[src/hdl/kc3_pkg.sv]
// Package for the 3x3 RGB convolution block: shared types and constants.
// Used by every file under hdl; depends on nothing.
package kc3_pkg;
    localparam int MAX_WIDTH = 2048;
    localparam int CHANS = 3;
    localparam int PIX_W = 24;
    localparam int ROW_W = 12;
    localparam int COL_W = 11;
    localparam int SUM_W = 20;
    localparam int KSUM_W = 12;
    localparam int HEIGHT_LIMIT = 4096;
    localparam logic [7:0] CLAMP_MAX = 8'd255;

    typedef enum logic [2:0] {
        REG_KTOP = 3'd0,
        REG_KMID = 3'd1,
        REG_KBOT = 3'd2,
        REG_WIDTH = 3'd3,
        REG_HEIGHT = 3'd4
    } t_reg_idx;

    // result sequencer of the top level
    typedef enum logic [1:0] {
        SEQ_IDLE = 2'd0,
        SEQ_READ = 2'd1,
        SEQ_EMIT = 2'd2
    } t_seq_st;

    // phases of one color lane
    typedef enum logic [1:0] {
        LANE_IDLE = 2'd0,
        LANE_SUM = 2'd1,
        LANE_SETUP = 2'd2,
        LANE_DIV = 2'd3
    } t_lane_ph;

    typedef logic signed [7:0] t_coef;
    typedef t_coef t_kernel [9];

    typedef struct packed {
        logic [ROW_W-1:0] row;
        logic [COL_W-1:0] col;
        logic last_in_run;
        logic last_of_frame;
    } t_tag;
endpackage

[src/hdl/kc3_lane.sv]
// One color lane: 3x3 multiply-accumulate, then an iterative divide and clamp.
// Depends on kc3_pkg.
module kc3_lane (
    input  logic                        i_clk,
    input  logic                        i_rst_n,
    input  logic                        i_start,
    input  logic [7:0]                  i_px [9],
    input  kc3_pkg::t_kernel            i_k,
    input  logic signed [kc3_pkg::KSUM_W-1:0] i_ksum,
    output logic                        o_done,
    output logic [7:0]                  o_val
);
    localparam int SW = kc3_pkg::SUM_W;

    // stage 1: products registered
    logic signed [16:0] r_prod [9];
    logic signed [16:0] n_prod [9];
    kc3_pkg::t_lane_ph r_ph, n_ph;
    logic n_done;
    logic [4:0] r_cnt;
    logic [SW-1:0] r_num, r_rem;
    logic [kc3_pkg::KSUM_W-1:0] r_den;
    logic r_neg, r_div0;
    logic signed [SW-1:0] r_sum;
    logic signed [SW-1:0] n_sum;
    logic [SW:0] trial;
    logic [SW-1:0] shifted;
    logic [7:0] r_val;

    function automatic logic [7:0] clamp(input logic signed [SW:0] v);
        if (v < 0) clamp = 8'd0;
        else if (v > $signed({{(SW-8){1'b0}}, kc3_pkg::CLAMP_MAX})) clamp = kc3_pkg::CLAMP_MAX;
        else clamp = v[7:0];
    endfunction

    always_comb begin
        for (int i = 0; i < 9; i++) begin
            n_prod[i] = 17'(i_k[i] * $signed({1'b0, i_px[i]}));
        end
        n_sum = '0;
        for (int i = 0; i < 9; i++) begin
            n_sum = n_sum + SW'(r_prod[i]);
        end
        shifted = {r_rem[SW-2:0], r_num[SW-1]};
        trial = {1'b0, shifted} - (SW+1)'(r_den);
    end

    // phase sequencing
    always_comb begin
        n_ph = r_ph;
        n_done = 1'b0;
        if (i_start) begin
            n_ph = kc3_pkg::LANE_SUM;
        end else begin
            unique case (r_ph)
                kc3_pkg::LANE_IDLE: ;
                kc3_pkg::LANE_SUM: n_ph = kc3_pkg::LANE_SETUP;
                kc3_pkg::LANE_SETUP: n_ph = kc3_pkg::LANE_DIV;
                kc3_pkg::LANE_DIV: begin
                    if (r_div0 || r_cnt == '0) begin
                        n_ph = kc3_pkg::LANE_IDLE;
                        n_done = 1'b1;
                    end
                end
                default: n_ph = kc3_pkg::LANE_IDLE;
            endcase
        end
    end

    always_ff @(posedge i_clk) begin
        if (!i_rst_n) begin
            r_ph <= kc3_pkg::LANE_IDLE;
            o_done <= 1'b0;
        end else begin
            r_ph <= n_ph;
            o_done <= n_done;
        end
    end

    always_ff @(posedge i_clk) begin
        if (i_start) begin
            r_prod <= n_prod;
        end
        if (r_ph == kc3_pkg::LANE_SUM) begin
            r_sum <= n_sum;
        end
        if (r_ph == kc3_pkg::LANE_SETUP) begin
            r_neg <= r_sum[SW-1] ^ i_ksum[kc3_pkg::KSUM_W-1];
            r_div0 <= (i_ksum == '0);
            r_num <= r_sum[SW-1] ? SW'(-r_sum) : r_sum;
            r_den <= i_ksum[kc3_pkg::KSUM_W-1] ? kc3_pkg::KSUM_W'(-i_ksum) : i_ksum;
            r_rem <= '0;
            r_cnt <= 5'(SW);
        end
        if (r_ph == kc3_pkg::LANE_DIV) begin
            if (r_div0) begin
                r_cnt <= '0;
                r_num <= r_sum;
            end else if (r_cnt != 0) begin
                r_num <= {r_num[SW-2:0], ~trial[SW]};
                r_rem <= trial[SW] ? shifted : trial[SW-1:0];
                r_cnt <= r_cnt - 5'd1;
            end
        end
        if (n_done) begin
            r_val <= clamp(r_div0 ? {r_sum[SW-1], r_sum} :
                (r_neg ? -$signed({1'b0, r_num}) : $signed({1'b0, r_num})));
        end
    end

    assign o_val = r_val;
endmodule

[config.mk]
export PLATFORM = sky130hd
export DESIGN_NAME = kc3_lane
export DESIGN_NICKNAME = d
export VERILOG_FILES = /design/src/hdl/kc3_pkg.sv /design/src/hdl/kc3_lane.sv
export SDC_FILE = /design/constraint.sdc
export NUM_CORES = 2
export LEC_CHECK = 0
export ABC_AREA = 1
export BUFFER_PORTS_ARGS = -buffer_cell sky130_fd_sc_hd__buf_2
export CAP_MARGIN = 20
export CELL_PAD_IN_SITES_DETAIL_PLACEMENT = 0
export CELL_PAD_IN_SITES_GLOBAL_PLACEMENT = 2
export CORE_ASPECT_RATIO = 1.5
export CORE_UTILIZATION = 40
export DETAILED_ROUTE_END_ITERATION = 10
export HOLD_SLACK_MARGIN = 0.12
export PLACE_DENSITY_LB_ADDON = 0.1
export SYNTH_ARGS = -nofsm -noshare
export SYNTH_HDL_FRONTEND = slang
export SYNTH_SLANG_ARGS = --single-unit
[constraint.sdc]
create_clock -name i_clk -period 4.5 [get_ports i_clk]
set_clock_uncertainty 0.05 [all_clocks]
set_input_delay 0.225 -clock i_clk [delete_from_list [all_inputs] [get_ports i_clk]]
set_output_delay 0.225 -clock i_clk [all_outputs]
set_load 0.01 [all_outputs]
==> reports/metrics.cfg <==
[outcome]
status = finished, final reports clean

[cells_and_area]
nNetsFinal = 5352
regArea_um2 = 6800
postLayoutCellArea_um2 = 38200
fill_cells = 8708
multi_input_area_um2 = 22700
layout-drive-gt1-share = 0.0854
layout-area-overhead-vs-synth_pct = 10.5

[setup_path]
cp_num_buf_inv = 4
arrival_ps = 4700
critical_path.top_delay_family = adder cells
worst-setup-path-type = flip-flop to flip-flop
required_ps = 4800
crit_slowest_cell = fa_1
worstPathCellList = inv_1 > fa_1 > inv_1 > fa_1 > fa_1 > inv_1 > fa_1 > inv_1 > ha_1 > a21oi_1 > o21ai_0 > a21oi_1 > nand2_1 > a21oi_1 > o21ai_0 > xnor2_1
endpoint_kind = flip-flop
startpoint_type = flip-flop
cp_max_fo = 5
worst_path_largest_cell_delay_ps = 550

[floorplanning]
die_h_um = 362
core_um2 = 85400
ios = 168
die_w_um = 242
dieArea_um2 = 87600
rows = 131
start_util = 0.405

[yosys]
synthSimpleGateAreaFrac = 0.140
synth_top_family_by_area = adder cells
synthMuxAreaShare = 0
synth.cell_area_um2 = 34600
synth_cells = 4169
synth_cell_types = 53
synth_xor_area_frac = 0.0393
synth_warnings = 0
synth_seq_cells = 242
synth_fp_nets = 5210
synth-adder-area-share = 0.418
ys_seq_area_frac = 0.197
synth_compound_area_frac = 0.0597
avgSynthCellArea_um2 = 8.29

[detailed_routing]
top_layer_used = met5
post_drt_wl_per_cell_um = 16.7
met3WireLength_um = 1830
drt_wl_total_um = 91400
wl_met1_um = 34000
antenna_left = 0
drc = 0
drtIter0Drc = 982
routed_via_density = 4.69
vias = 25700
wl_met2_um = 53100
first_pass_iters = 5

[placed_design]
place_area_um2 = 36700
io_buffers = 167
gp_congestion = 0.832
dp_hpwl_um = 78400

[cts]
htree_levels = 1
cts_inserted_buffers = 30
clkTransAtPathRegs_ps = 70
tritoncts = built
cts_root_buffer = clkbuf_16
insertion_delay_ps = 590
cts_sinks = 242
clock_path_buffers = 3

[global_routing]
grt_use_total = 0.216
overflow = 0
antenna_found_initial = 2
grt_pass1_wl_um = 149000
grt_pass1_vias = 27700
grt_max_degree = 94

[sta]
slew_headroom = 0.334
rsz0062_at_grt = false
worst_pin_slew_ps = 999
tns_ps = 0
final.min_clock_period_ps = 4400
fmax_mhz = 227
setup_viol_count_final = 0
period_share = 0.978
hold_viol = 0
timing_max_transition_violations_final = 0

[flow_run]
maxCapViolations = 0

[hold_path]
hold_path_class = input port to flip-flop

## final cells by class
| type | instances | area share |
|---|---|---|
| timing repair buffer | 269 | 0.0453 |
| multi-input combinational | 2581 | 0.595 |
| antenna | 1 | 0.0000655 |
| tap | 1130 | 0.0370 |
| sequential | 242 | 0.178 |
| clock inverter | 24 | 0.00864 |
| clock buffer | 32 | 0.0198 |
| inverter | 1187 | 0.117 |
## layout by cell type (no fill, tap or decap), drive strengths merged, types with 11 or more instances in the layout
cell type and count:
nor2 165, dlygate4sd3 36, o21ai 118, nand3 93
a21oi 181, o221ai 12, xor2 106, nand2 819
xnor2 49, dfxtp 47, fa 455, a31oi 12
clkbuf 33, nor3 19, clkinv 16, o22ai 11
ha 427, or2 42, inv 1181, edfxtp 195
buf 232, nand4 29
## worst paths after layout
path | start | to | slack [ps] | depth (start not counted)
max | r_prod[12] | r_sum[19] | 100 | 16
min | i_k[56] | r_prod[119] | 120 | 3
max reg2reg | r_prod[12] | r_sum[19] | 100 | 16
min reg2reg | r_rem[18] | r_rem[18] | 410 | 2
## worst register-to-register path, delay by kind of cell (launching register included)
family / cells / cell delay (ps)
fa+ha+maj: 5 / 2360
simple gates: 1 / 110
compound gates: 5 / 760
flops: 1 / 500
xor+xnor: 1 / 130
buf+inv: 4 / 270
## through the flow
step / utilization / std cells / hold WS (ps) / setup slack, ps
6_report: 0.448 / 5466 / 123 / 100
5_1_grt: 0.448 / 5465 / 121 / 4.91
4_1_cts: 0.447 / 5462 / 130 / 20.3
3_5_place_dp: 0.430 / 5370 / 410 / -182
3_3_place_gp: 0.430 / 5370 / 403 / -159
2_1_floorplan: - / 4169 / 254 / 342
## registers in the layout, indices dropped and copies added, names as in the netlist
register / flops
r_cnt: 5
r_prod: 153
r_ph: 2
r_neg: 1
o_done: 1
r_num: 20
r_den: 12
o_val: 8
r_sum: 20
r_rem: 19
r_div0: 1
## cells by family after synthesis
kind of cell | Yosys count
buffers and inverters | 1346
adders and majority gates | 882
xor gates and xnor gates | 155
DFF | 242
and+or+nand+nor | 1173
AOI/OAI and AO/OA | 371
## cells in the mapped netlist, drive strengths merged
master	instances	area, um2
a2111oi	1	8.76
nand4	29	181
a32oi	1	8.76
a32o	1	10.0
o21a	1	7.51
o211ai	1	7.51
xnor2	49	429
a31oi	12	75.1
a211o	1	8.76
nand3	93	480
o22ai	11	68.8
o31ai	3	22.5
inv	1181	4430
or3b	1	8.76
nor3	19	100
buf	10	66.3
nor2	165	644
o2111ai	6	52.6
a211oi	2	15.0
o32ai	3	26.3
fa	455	9110
o221ai	12	105
edfxtp	195	5860
a31o	1	8.76
dfxtp	47	941
nand3b	5	37.5
clkbuf	149	559
a22oi	4	30.0
ha	427	5340
or2	42	263
xor2	106	928
nand2	819	3110
clkinv	6	22.5
a41oi	1	8.76
o21ai	118	609
a21boi	3	22.5
a21oi	181	906
a221oi	1	8.76
a21o	4	30.0
o21bai	3	22.5
## timing repair
action / CTS / global route
resized for setup: 0 / 13
endpoints found under the setup margin: 1 / 8
hold buffers: 36 / 0
hold endpoints to repair: 24 / 0
buffers inserted: 0 / 2
pin swaps: 1 / 5
gates cloned: 0 / 0
## metal layers
layer,vias up,track usage
met4,2,0.0586
met1,12500,0.229
met5,-,0
met2,305,0.449
li1,12800,-
met3,100,0.0128
Power is left out: the tool's default activity adds up to more than one toggle a clock period on the data nets, which glitch-free logic cannot reach.
