## config.mk

```make
export PLATFORM = sky130hd
export DESIGN_NAME = kc3_merge_flat
export DESIGN_NICKNAME = d
export VERILOG_FILES = /design/src/hdl/kc3_pkg.sv /design/src/hdl/kc3_if.sv /design/src/hdl/kc3_merge.sv /design/src/flat_wrapper.sv
export SDC_FILE = /design/constraint.sdc
export NUM_CORES = 1
export LEC_CHECK = 0
export BUFFER_PORTS_ARGS = -buffer_cell sky130_fd_sc_hd__buf_2
export CAP_MARGIN = 20
export CORE_ASPECT_RATIO = 1.4
export CORE_UTILIZATION = 35
export DETAILED_ROUTE_END_ITERATION = 10
export MAX_ROUTING_LAYER = met4
export PLACE_DENSITY = 0.72
export SYNTH_ARGS = -nofsm -noshare
export SYNTH_HDL_FRONTEND = slang
export SYNTH_SLANG_ARGS = --single-unit
```

## constraint.sdc

```tcl
create_clock -name i_clk -period 2.8 [get_ports i_clk]
set_input_delay 0.56 -clock i_clk [delete_from_list [all_inputs] [get_ports i_clk]]
set_output_delay 0.56 -clock i_clk [all_outputs]
set_load 0.03 [all_outputs]
```

## src/hdl/kc3_pkg.sv

```systemverilog
// Package for the 3x3 RGB convolution block: shared types and constants.
// Used by every file under hdl; depends on nothing.
package kc3_pkg;
    localparam int MAX_WIDTH = 2048;
    localparam int CHANS = 3;
    localparam int PIX_W = 24;
    localparam int ROW_W = 12;
    localparam int COL_W = 11;
    localparam int SUM_W = 20;
    localparam int KSUM_W = 12;
    localparam int HEIGHT_LIMIT = 4096;
    localparam logic [7:0] CLAMP_MAX = 8'd255;

    typedef enum logic [2:0] {
        REG_KTOP = 3'd0,
        REG_KMID = 3'd1,
        REG_KBOT = 3'd2,
        REG_WIDTH = 3'd3,
        REG_HEIGHT = 3'd4
    } t_reg_idx;

    // result sequencer of the top level
    typedef enum logic [1:0] {
        SEQ_IDLE = 2'd0,
        SEQ_READ = 2'd1,
        SEQ_EMIT = 2'd2
    } t_seq_st;

    // phases of one color lane
    typedef enum logic [1:0] {
        LANE_IDLE = 2'd0,
        LANE_SUM = 2'd1,
        LANE_SETUP = 2'd2,
        LANE_DIV = 2'd3
    } t_lane_ph;

    typedef logic signed [7:0] t_coef;
    typedef t_coef t_kernel [9];

    typedef struct packed {
        logic [ROW_W-1:0] row;
        logic [COL_W-1:0] col;
        logic last_in_run;
        logic last_of_frame;
    } t_tag;
endpackage

```

## src/hdl/kc3_if.sv

```systemverilog


interface kc3_res_if;
    logic valid;
    logic ready;
    logic [7:0] out_chan_0;
    logic [7:0] out_chan_1;
    logic [7:0] out_chan_2;
    logic [kc3_pkg::ROW_W-1:0] out_row;
    logic [kc3_pkg::COL_W-1:0] out_col;
    logic last_in_run;
    logic last_of_frame;
    modport source (output valid, out_chan_0, out_chan_1, out_chan_2, out_row, out_col,
                    last_in_run, last_of_frame, input ready);
    modport sink (input valid, out_chan_0, out_chan_1, out_chan_2, out_row, out_col,
                  last_in_run, last_of_frame, output ready);
endinterface


```

## src/hdl/kc3_merge.sv

```systemverilog
// Merges the three lane results and the position tag into one result register.
// Depends on kc3_pkg.
module kc3_merge (
    input  logic           i_clk,
    input  logic           i_rst_n,
    input  logic           i_done,
    input  logic [7:0]     i_val [3],
    input  kc3_pkg::t_tag  i_tag,
    kc3_res_if.source      res,
    output logic           o_busy
);
    logic r_valid;
    always_ff @(posedge i_clk) begin
        if (!i_rst_n) begin
            r_valid <= 1'b0;
        end else if (i_done) begin
            r_valid <= 1'b1;
            res.out_chan_0 <= i_val[0];
            res.out_chan_1 <= i_val[1];
            res.out_chan_2 <= i_val[2];
            res.out_row <= i_tag.row;
            res.out_col <= i_tag.col;
            res.last_in_run <= i_tag.last_in_run;
            res.last_of_frame <= i_tag.last_of_frame;
        end else if (res.ready) begin
            r_valid <= 1'b0;
        end
    end
    assign res.valid = r_valid;
    assign o_busy = r_valid;
endmodule

```

## src/flat_wrapper.sv

```systemverilog
// flat-port wrapper written by rule: the top's interface ports become plain ports
module kc3_merge_flat 
  (i_clk, i_rst_n, i_done, i_val, i_tag, o_busy, res_valid, res_out_chan_0, res_out_chan_1, res_out_chan_2, res_out_row, res_out_col, res_last_in_run, res_last_of_frame, res_ready);
  kc3_res_if res_i ();
  input  logic i_clk;
  input  logic i_rst_n;
  input  logic i_done;
  input  logic [7:0] i_val[3];
  input  kc3_pkg::t_tag i_tag;
  output logic o_busy;
  output wire logic [$bits(res_i.valid)-1:0] res_valid;
  output wire logic [$bits(res_i.out_chan_0)-1:0] res_out_chan_0;
  output wire logic [$bits(res_i.out_chan_1)-1:0] res_out_chan_1;
  output wire logic [$bits(res_i.out_chan_2)-1:0] res_out_chan_2;
  output wire logic [$bits(res_i.out_row)-1:0] res_out_row;
  output wire logic [$bits(res_i.out_col)-1:0] res_out_col;
  output wire logic [$bits(res_i.last_in_run)-1:0] res_last_in_run;
  output wire logic [$bits(res_i.last_of_frame)-1:0] res_last_of_frame;
  input wire logic [$bits(res_i.ready)-1:0] res_ready;
  assign res_valid = res_i.valid;
  assign res_out_chan_0 = res_i.out_chan_0;
  assign res_out_chan_1 = res_i.out_chan_1;
  assign res_out_chan_2 = res_i.out_chan_2;
  assign res_out_row = res_i.out_row;
  assign res_out_col = res_i.out_col;
  assign res_last_in_run = res_i.last_in_run;
  assign res_last_of_frame = res_i.last_of_frame;
  assign res_i.ready = res_ready;
  kc3_merge u_core (.i_clk(i_clk), .i_rst_n(i_rst_n), .i_done(i_done), .i_val(i_val), .i_tag(i_tag), .res(res_i), .o_busy(o_busy));
endmodule
```

==> results of run 1 <==
-- cells by family after synthesis --
kind of cell           count (synthesis)  synth area share [%]
AO/OA/AOI/OAI                          1                 0.492
flip-flops                            50                  97.7
AND/OR/NAND/NOR                        2                  1.31
buffers and inverters                  1                 0.492
-- stage by stage --
step           area, sq um  worst slack (ns)  hold slack [ns]  cells
6_report              2200              1.37            0.439    211
5_1_grt               2200              1.32            0.423    211
4_1_cts               2200              1.36            0.429    211
3_5_place_dp          2110              1.07            0.591    203
3_3_place_gp          2110              1.12            0.574    203
2_1_floorplan         1530             0.656            0.659     54
-- worst max path at each step --
stage / start / to / slack, ns / cells after the start
6_report: u_core.res.last_in_run / res_last_in_run / 1.37 / 1
2_1_floorplan: i_done / u_core.res.last_in_run / 0.66 / 1
3_5_place_dp: i_rst_n / u_core.res.out_col[5] / 1.07 / 3
3_3_place_gp: i_rst_n / u_core.res.out_chan_1[3] / 1.12 / 3
5_1_grt: i_rst_n / u_core.res.out_row[7] / 1.32 / 3
4_1_cts: u_core.res.out_col[0] / res_out_col[0] / 1.36 / 1
-- power groups by stage --
stage	registers, uW	clock network [uW]	logic [uW]
after global placement	903	0	200
after global routing	893	439	211
final	887	404	201
after detailed placement	905	0	203
after CTS	888	418	203
after floorplan	1010	0	15.2
-- routing by layer --
layer	GRT usage [%]	routed length, microns	part of all wire [%]	vias to the layer above
met1	12.8	957	32	432
met5	-	0	0	-
met2	23.3	1740	59	47
met4	7.14	66	2.2	0
met3	4.35	206	6.9	6
li1	-	-	-	434
-- registers in the layout, indices dropped and copies added (netlist names) --
register and flops:
u_core.res.out_col 11, u_core.res.last_in_run 1, u_core.res.out_chan_1 8, u_core.o_busy 1, u_core.res.last_of_frame 1, u_core.res.out_chan_2 8, u_core.res.out_chan_0 8, u_core.res.out_row 12
-- area by class of cell --
| cell class | count | area [sq um] |
|---|---|---|
| clock buffer | 7 | 86.3 |
| clock inverter | 1 | 5.00 |
| fill | 354 | 2010 |
| multi-input combinational | 3 | 28.8 |
| sequential | 50 | 1490 |
| tap | 45 | 56.3 |
| timing repair buffer | 105 | 531 |
-- layout by cell type (no fill, tap or decap), drive strengths merged --
master and n:
and2 1, dfxtp 1, edfxtp 49, nor2b 1
clkbuf 7, o21a 1, clkinv 1, buf 105
==> results.toml, run 1 <==
[logic_synthesis]
seq_area_frac_synth_pct = 97.7
synth_nets = 107
async_flop_share_pct = 0
synth_top_area_cell = "edfxtp_1"
synthFlopType = "edfxtp_1"
synth.avg_cell_area_sq_um = 28.3
synth_cell_types = 6
syn_area_sq_um = 1530
yosys_warnings = 0
synth.most_common_cell = "edfxtp_1"
yosys-top-cells-area = "edfxtp_1, dfxtp_1, nor2b_4"
synth_edf_count = 49
synth-seq-cells = 50
syn_inst = 54
yosysTopAreaCellShare_pct = 96.4

[timing]
fmax_ghz = 0.699
slew_viol_final = 0
relSlewSlack_pct = 72.8
finalSetupTns_ns = 0
layout_min_cycle_time_ns = 1.43
finClkSkew_ns = 0
post-route-period-util_pct = 51.1
hold_violations = 0
finalSetupViolCount = 0
grt_setup_unrepaired = "no"
worst-slew-pin-transition_ns = 0.409

[power]
swShare_pct = 23.8
power_frac_comb_pct = 13.5
pwr-share-clk_pct = 27.1
internal_power_uw = 1140
power_uw = 1490
peakVddDrop_uv = 337
p_leak_uw = 0.000944
switching_power_uw = 356
power_density_nw_per_um2 = 679
sequentialPowerShare_pct = 59.5

[global_routing]
antenna_found_initial = 0
grt_pass1_wl_microns = 4280
grt_pass1_vias = 893
track_usage_pct = 13.3
grt_max_degree = 19
grt_overflow = 0

[status]
violations = "DRC"
status = "finished, violations left"

[worst_setup_path]
cp_slowest_cell = "edfxtp_1"
critPathMaxStageDelay_ns = 0.39
worstPathMaxFanout = 1
r2r_end = "u_core.o_busy"
r2r_setup_slack_ns = 2.10
crit_arrival_ns = 0.87
reg2reg_from = "u_core.o_busy"
worst_setup_path_start_kind = "register"
crit_required_ns = 2.24
critPathBufInv = 1
setup.worst_path.class = "reg -> out"
cp_top_family = "flip-flops"
r2r_cells = 2
worstPathCellList = "buf_2"
worstSetupEndpointType = "primary output"

[hold_path]
min_to = "u_core.res.last_of_frame"
whs_path_depth = 1
min-delay-start = "i_tag[0]"
hold_path_class = "in -> reg"

[cells_and_area]
final_nets = 218
utilization_pct = 52.3
diodes = 0
syn2layout_area_growth_pct = 44.0
drive_gt1_share_pct = 68.7

[placed_design]
port_buffers = 103
gp_congestion = 0.675

[drt]
vias_per_cell = 4.36
postRouteAntennaNets = 0
drc = 3
wire_per_inst_microns = 14.1
drt_pass1_iterations = 7
dr_total_vias = 919
drt_wl_total_microns = 2970
drt_iter0_markers = 31

[clock_tree]
h-tree-depth = 2
postCtsSetupBuffers = 0
cts_tree = "built"
cts_buffers = 5
cts_resized = 0
clk_pin_slew_worst_paths_ns = 0.08
clock-root-buffer = "clkbuf_8"
clock_tree.buffer_depth = 2
numClockSinks = 50
clock_latency_ns = 0.28
cts_hold_buffers = 0

[floorplan]
dieArea_sq_um = 4630
rows = 28
chipWidth_microns = 57.8
ios = 104
die_h_microns = 80.1
start_util_pct = 36.3
core_sq_um = 4200

[job]
maxCapViolations = 0
Power figures use the tool's default switching activity.
==> inputs of run 2 (changes only) <==
clock period = 1.35 ns   (was 2.8 ns; I/O delays follow)
==> results.toml, run 2 (synthesized netlist as in run 1, its figures left out) <==
[status]
status = "finished, violations left"
violations = "DRC"

[floorplan]
dieArea_sq_um = 4630
die_h_microns = 80.1
rows = 28
chipWidth_microns = 57.8
ios = 104
start_util_pct = 36.3
core_sq_um = 4200

[drt]
drt_wl_total_microns = 2970
wl_met3_microns = 196
vias_per_cell = 4.43
postRouteAntennaNets = 0
drc = 4
dr.max_layer_used = "met4"
drt_iter0_markers = 32
wl_met1_microns = 950
drt_pass1_iterations = 7
met2_length_microns = 1760
dr_total_vias = 935
wire_per_inst_microns = 14.1

[timing]
slew_viol_final = 0
hold_violations = 0
grt_setup_unrepaired = "no"
layout_setup_ws_ns = 0.220
worst-slew-pin-transition_ns = 0.177
finalSetupViolCount = 0
post-route-period-util_pct = 83.7
fmax_ghz = 0.885
finalSetupTns_ns = 0
relSlewSlack_pct = 88.3
layout_min_cycle_time_ns = 1.13
finClkSkew_ns = 0

[worst_setup_path]
worst_setup_path_start_kind = "register"
worstPathMaxFanout = 1
cp_slowest_cell = "edfxtp_1"
cp_top_family = "flip-flops"
worstSetupEndpointType = "primary output"
setup.worst_path.class = "reg -> out"
crit_arrival_ns = 0.86
crit_required_ns = 1.08
critPathBufInv = 1
critPathMaxStageDelay_ns = 0.38
worstPathCellList = "buf_2"

[power]
peakVddDrop_uv = 682
sequentialPowerShare_pct = 59.3
swShare_pct = 23.8
power_frac_comb_pct = 13.8
switching_power_uw = 739
p_leak_uw = 0.000952
power_density_nw_per_um2 = 1400
pwr-share-clk_pct = 26.9
internal_power_uw = 2360

[placed_design]
gp_congestion = 0.631
port_buffers = 103
place_ws_ns = 0.299
dp.cells = 203

[clock_tree]
postCtsSetupBuffers = 0
clock-root-buffer = "clkbuf_8"
numClockSinks = 50
h-tree-depth = 2
clock_latency_ns = 0.28
clk_pin_slew_worst_paths_ns = 0.08
cts_resized = 0
clock_tree.buffer_depth = 2
cts_tree = "built"
cts_hold_buffers = 0
cts_buffers = 5

[global_routing]
track_usage_pct = 13.1
grt_pass1_wl_microns = 4280
grt_max_degree = 26
grt_pass1_vias = 976
antenna_found_initial = 0
grt_overflow = 0

[cells_and_area]
layout_commonest_cell = "buf_2"
utilization_pct = 52.9
final_nets = 218
final_cell_mix = "buf_2, edfxtp_1, clkbuf_8"
top_regs = "u_core.res.out_row: 12 flops, u_core.res.out_col: 11 flops"
diodes = 0
drive_gt1_share_pct = 68.7
syn2layout_area_growth_pct = 45.7
largest-register = "u_core.res.out_row"
largest_register_ffs = 12
stdcell_count = 211

[hold_path]
hold_path_class = "in -> reg"

[job]
maxCapViolations = 0
[run 2: worst paths after layout]
| kind | from | to | slack, ns | cells after the start |
|---|---|---|---|---|
| min | i_tag[21] | u_core.res.out_row[8] | 0.16 | 1 |
| max | u_core.res.out_row[9] | res_out_row[9] | 0.22 | 1 |
| min reg2reg | u_core.o_busy | u_core.o_busy | 0.64 | 2 |
| max reg2reg | u_core.o_busy | u_core.o_busy | 0.64 | 2 |
[run 2: area by class of cell]
class                           count  area (sq um)
Timing Repair Buffer              105           556
Clock buffer                        7          86.3
Fill cell                         365          1980
Tap cell                           45          56.3
Clock inverter                      1          5.00
Multi-Input combinational cell      3          28.8
Sequential cell                    50          1490
[run 2: per-stage QoR]
step | area (sq um) | hold WS [ns] | total power, uW
5_1_grt | 2220 | 0.138 | 3220
4_1_cts | 2220 | 0.143 | 3140
3_5_place_dp | 2130 | 0.448 | 2310
3_3_place_gp | 2130 | 0.447 | 2290
6_report | 2220 | 0.155 | 3100
2_1_floorplan | 1530 | 0.369 | 2120
[run 2: power groups by stage]
stage               clock [uW]  combinational, uW  sequential (uW)
finish                     835                429             1840
global route               923                449             1850
CTS                        871                433             1840
detailed placement           0                433             1880
global placement             0                423             1870
floorplan                    0               31.9             2090
[run 2: routing by layer]
layer | global-route usage, % | up-vias
met5 | - | -
met4 | 7.38 | 0
met3 | 3.54 | 8
met2 | 23.9 | 49
met1 | 11.8 | 444
li1 | - | 434
==> inputs of run 3 (changes only) <==
clock period = 1.1 ns   (was 1.35 ns; I/O delays follow)
==> results.toml, run 3 (synthesized netlist as in run 1, its figures left out) <==
[worst_setup_path]
r2r_setup_slack_ns = 0.39
critPathMaxStageDelay_ns = 0.41
r2r_end = "u_core.o_busy"
worstSetupEndpointType = "primary output"
cp_slowest_cell = "edfxtp_1"
crit_required_ns = 0.88
worst_setup_path_start_kind = "register"
worstPathMaxFanout = 1
reg2reg_from = "u_core.o_busy"
crit_arrival_ns = 0.87
cp_top_family = "flip-flops"
critPathBufInv = 1
worstPathCellList = "buf_6"
r2r_cells = 2
setup.worst_path.class = "reg -> out"

[timing]
worst-slew-pin-transition_ns = 0.166
finalSetupTns_ns = 0
fmax_ghz = 0.919
grt_setup_unrepaired = "yes"
hold_violations = 0
slew_viol_final = 0
finClkSkew_ns = 0
layout_min_cycle_time_ns = 1.09
post-route-period-util_pct = 99.0
relSlewSlack_pct = 89.0
whs_ns = 0.0984
finalSetupViolCount = 0

[cells_and_area]
fillers = 336
diodes = 0
drive_gt1_share_pct = 68.7
largest-register = "u_core.res.out_row"
syn2layout_area_growth_pct = 53.9
largest_register_ffs = 12
top_regs = "u_core.res.out_row: 12 flops, u_core.res.out_col: 11 flops"
layout_commonest_cell = "buf_2"
final_cell_mix = "buf_2, edfxtp_1, buf_6"
final_area_sq_um = 2350
final_nets = 219

[hold_path]
hold_path_class = "in -> reg"
whs_path_depth = 1
min-delay-start = "i_tag[24]"
min_to = "u_core.res.out_row[11]"

[clock_tree]
clk_pin_slew_worst_paths_ns = 0.09
numClockSinks = 50
h-tree-depth = 2
clock_tree.buffer_depth = 2
clock-root-buffer = "clkbuf_8"
cts_hold_buffers = 0
clock_latency_ns = 0.28
cts_tree = "built"
cts_buffers = 5

[global_routing]
track_usage_pct = 13.5
grt_pass1_wl_microns = 4420
antenna_found_initial = 0
grt_max_degree = 23
grt_overflow = 0
grt_pass1_vias = 919

[placed_design]
dpl-instance-area_sq_um = 2140
gp_congestion = 0.653
hpwl_microns = 2400
port_buffers = 103

[floorplan]
core_sq_um = 4200
ios = 104
rows = 28
chipWidth_microns = 57.8
dieArea_sq_um = 4630
die_h_microns = 80.1
start_util_pct = 36.3

[drt]
postRouteAntennaNets = 0
drt_iter0_markers = 19
drt_pass1_iterations = 8
drt_wl_total_microns = 3090
drc = 8
vias_per_cell = 4.45
dr_total_vias = 938
wire_per_inst_microns = 14.6

[power]
power_density_nw_per_um2 = 1630
peakVddDrop_uv = 778
p_leak_uw = 0.000989
power_uw = 3830

[status]
violations = "DRC"
status = "finished, violations left"

[job]
maxCapViolations = 0
## run 3: cell types whose count changed in the layout (fill, tap and decap cells not counted)
cell	before	now
clkinv_2	1	0
clkinvlp_4	0	1
buf_2	103	76
buf_6	0	16
and2_4	0	1
and2_2	1	0
buf_4	0	11
clkbuf_4	0	1
clkbuf_8	6	5
## run 3: stage by stage
stage / utilization [%] / setup slack [ns] / cells
finish: 55.9 / 0.0115 / 211
detailed placement: 50.9 / 0.0976 / 204
global route: 55.9 / -0.0193 / 211
floorplan: - / 0.0728 / 54
CTS: 53.1 / 0.00416 / 211
global placement: 50.9 / 0.116 / 204
## run 3: repair_timing
| action | in CTS | in global routing |
|---|---|---|
| pin swaps | 0 | 0 |
| gates resized for setup | 4 | 63 |
| setup buffers | 0 | 0 |
| gates cloned | 0 | 0 |
| endpoints found under the setup margin | 2 | 27 |
## run 3: power by group
| part | switching (uW) | internal [uW] | total (uW) |
|---|---|---|---|
| logic | 364 | 227 | 591 |
| registers | 40.9 | 2230 | 2270 |
| clock network | 533 | 436 | 970 |
| total | 938 | 2890 | 3830 |
## run 3: layout make-up
type,instances,area (sq um),share of cell area (%)
flip-flops and latches,50,1490,63.5
repair buffers,106,691,29.4
clock buffers,6,72.6,3.09
well taps,45,56.3,2.40
multi-input cells,3,30.0,1.28
clock inverters,1,7.51,0.320
## run 3: how the worst max path moves through the flow
stage | startpoint | depth (start not counted) | slack, ns | end
3_5_place_dp | i_rst_n | 3 | 0.1 | u_core.res.out_chan_2[4]
4_1_cts | u_core.res.out_row[0] | 1 | 0.004 | res_out_row[0]
2_1_floorplan | i_rst_n | 1 | 0.07 | u_core.res.last_in_run
5_1_grt | u_core.res.out_chan_0[5] | 1 | -0.02 | res_out_chan_0[5]
3_3_place_gp | i_rst_n | 3 | 0.12 | u_core.res.last_in_run
6_report | u_core.res.out_chan_0[5] | 1 | 0.01 | res_out_chan_0[5]
## run 3: layer usage
layer | GRT usage [%] | routed length, microns
met3 | 4.67 | 272
met1 | 14.1 | 1070
met4 | 3.57 | 18
met2 | 24.1 | 1720
met5 | - | 0
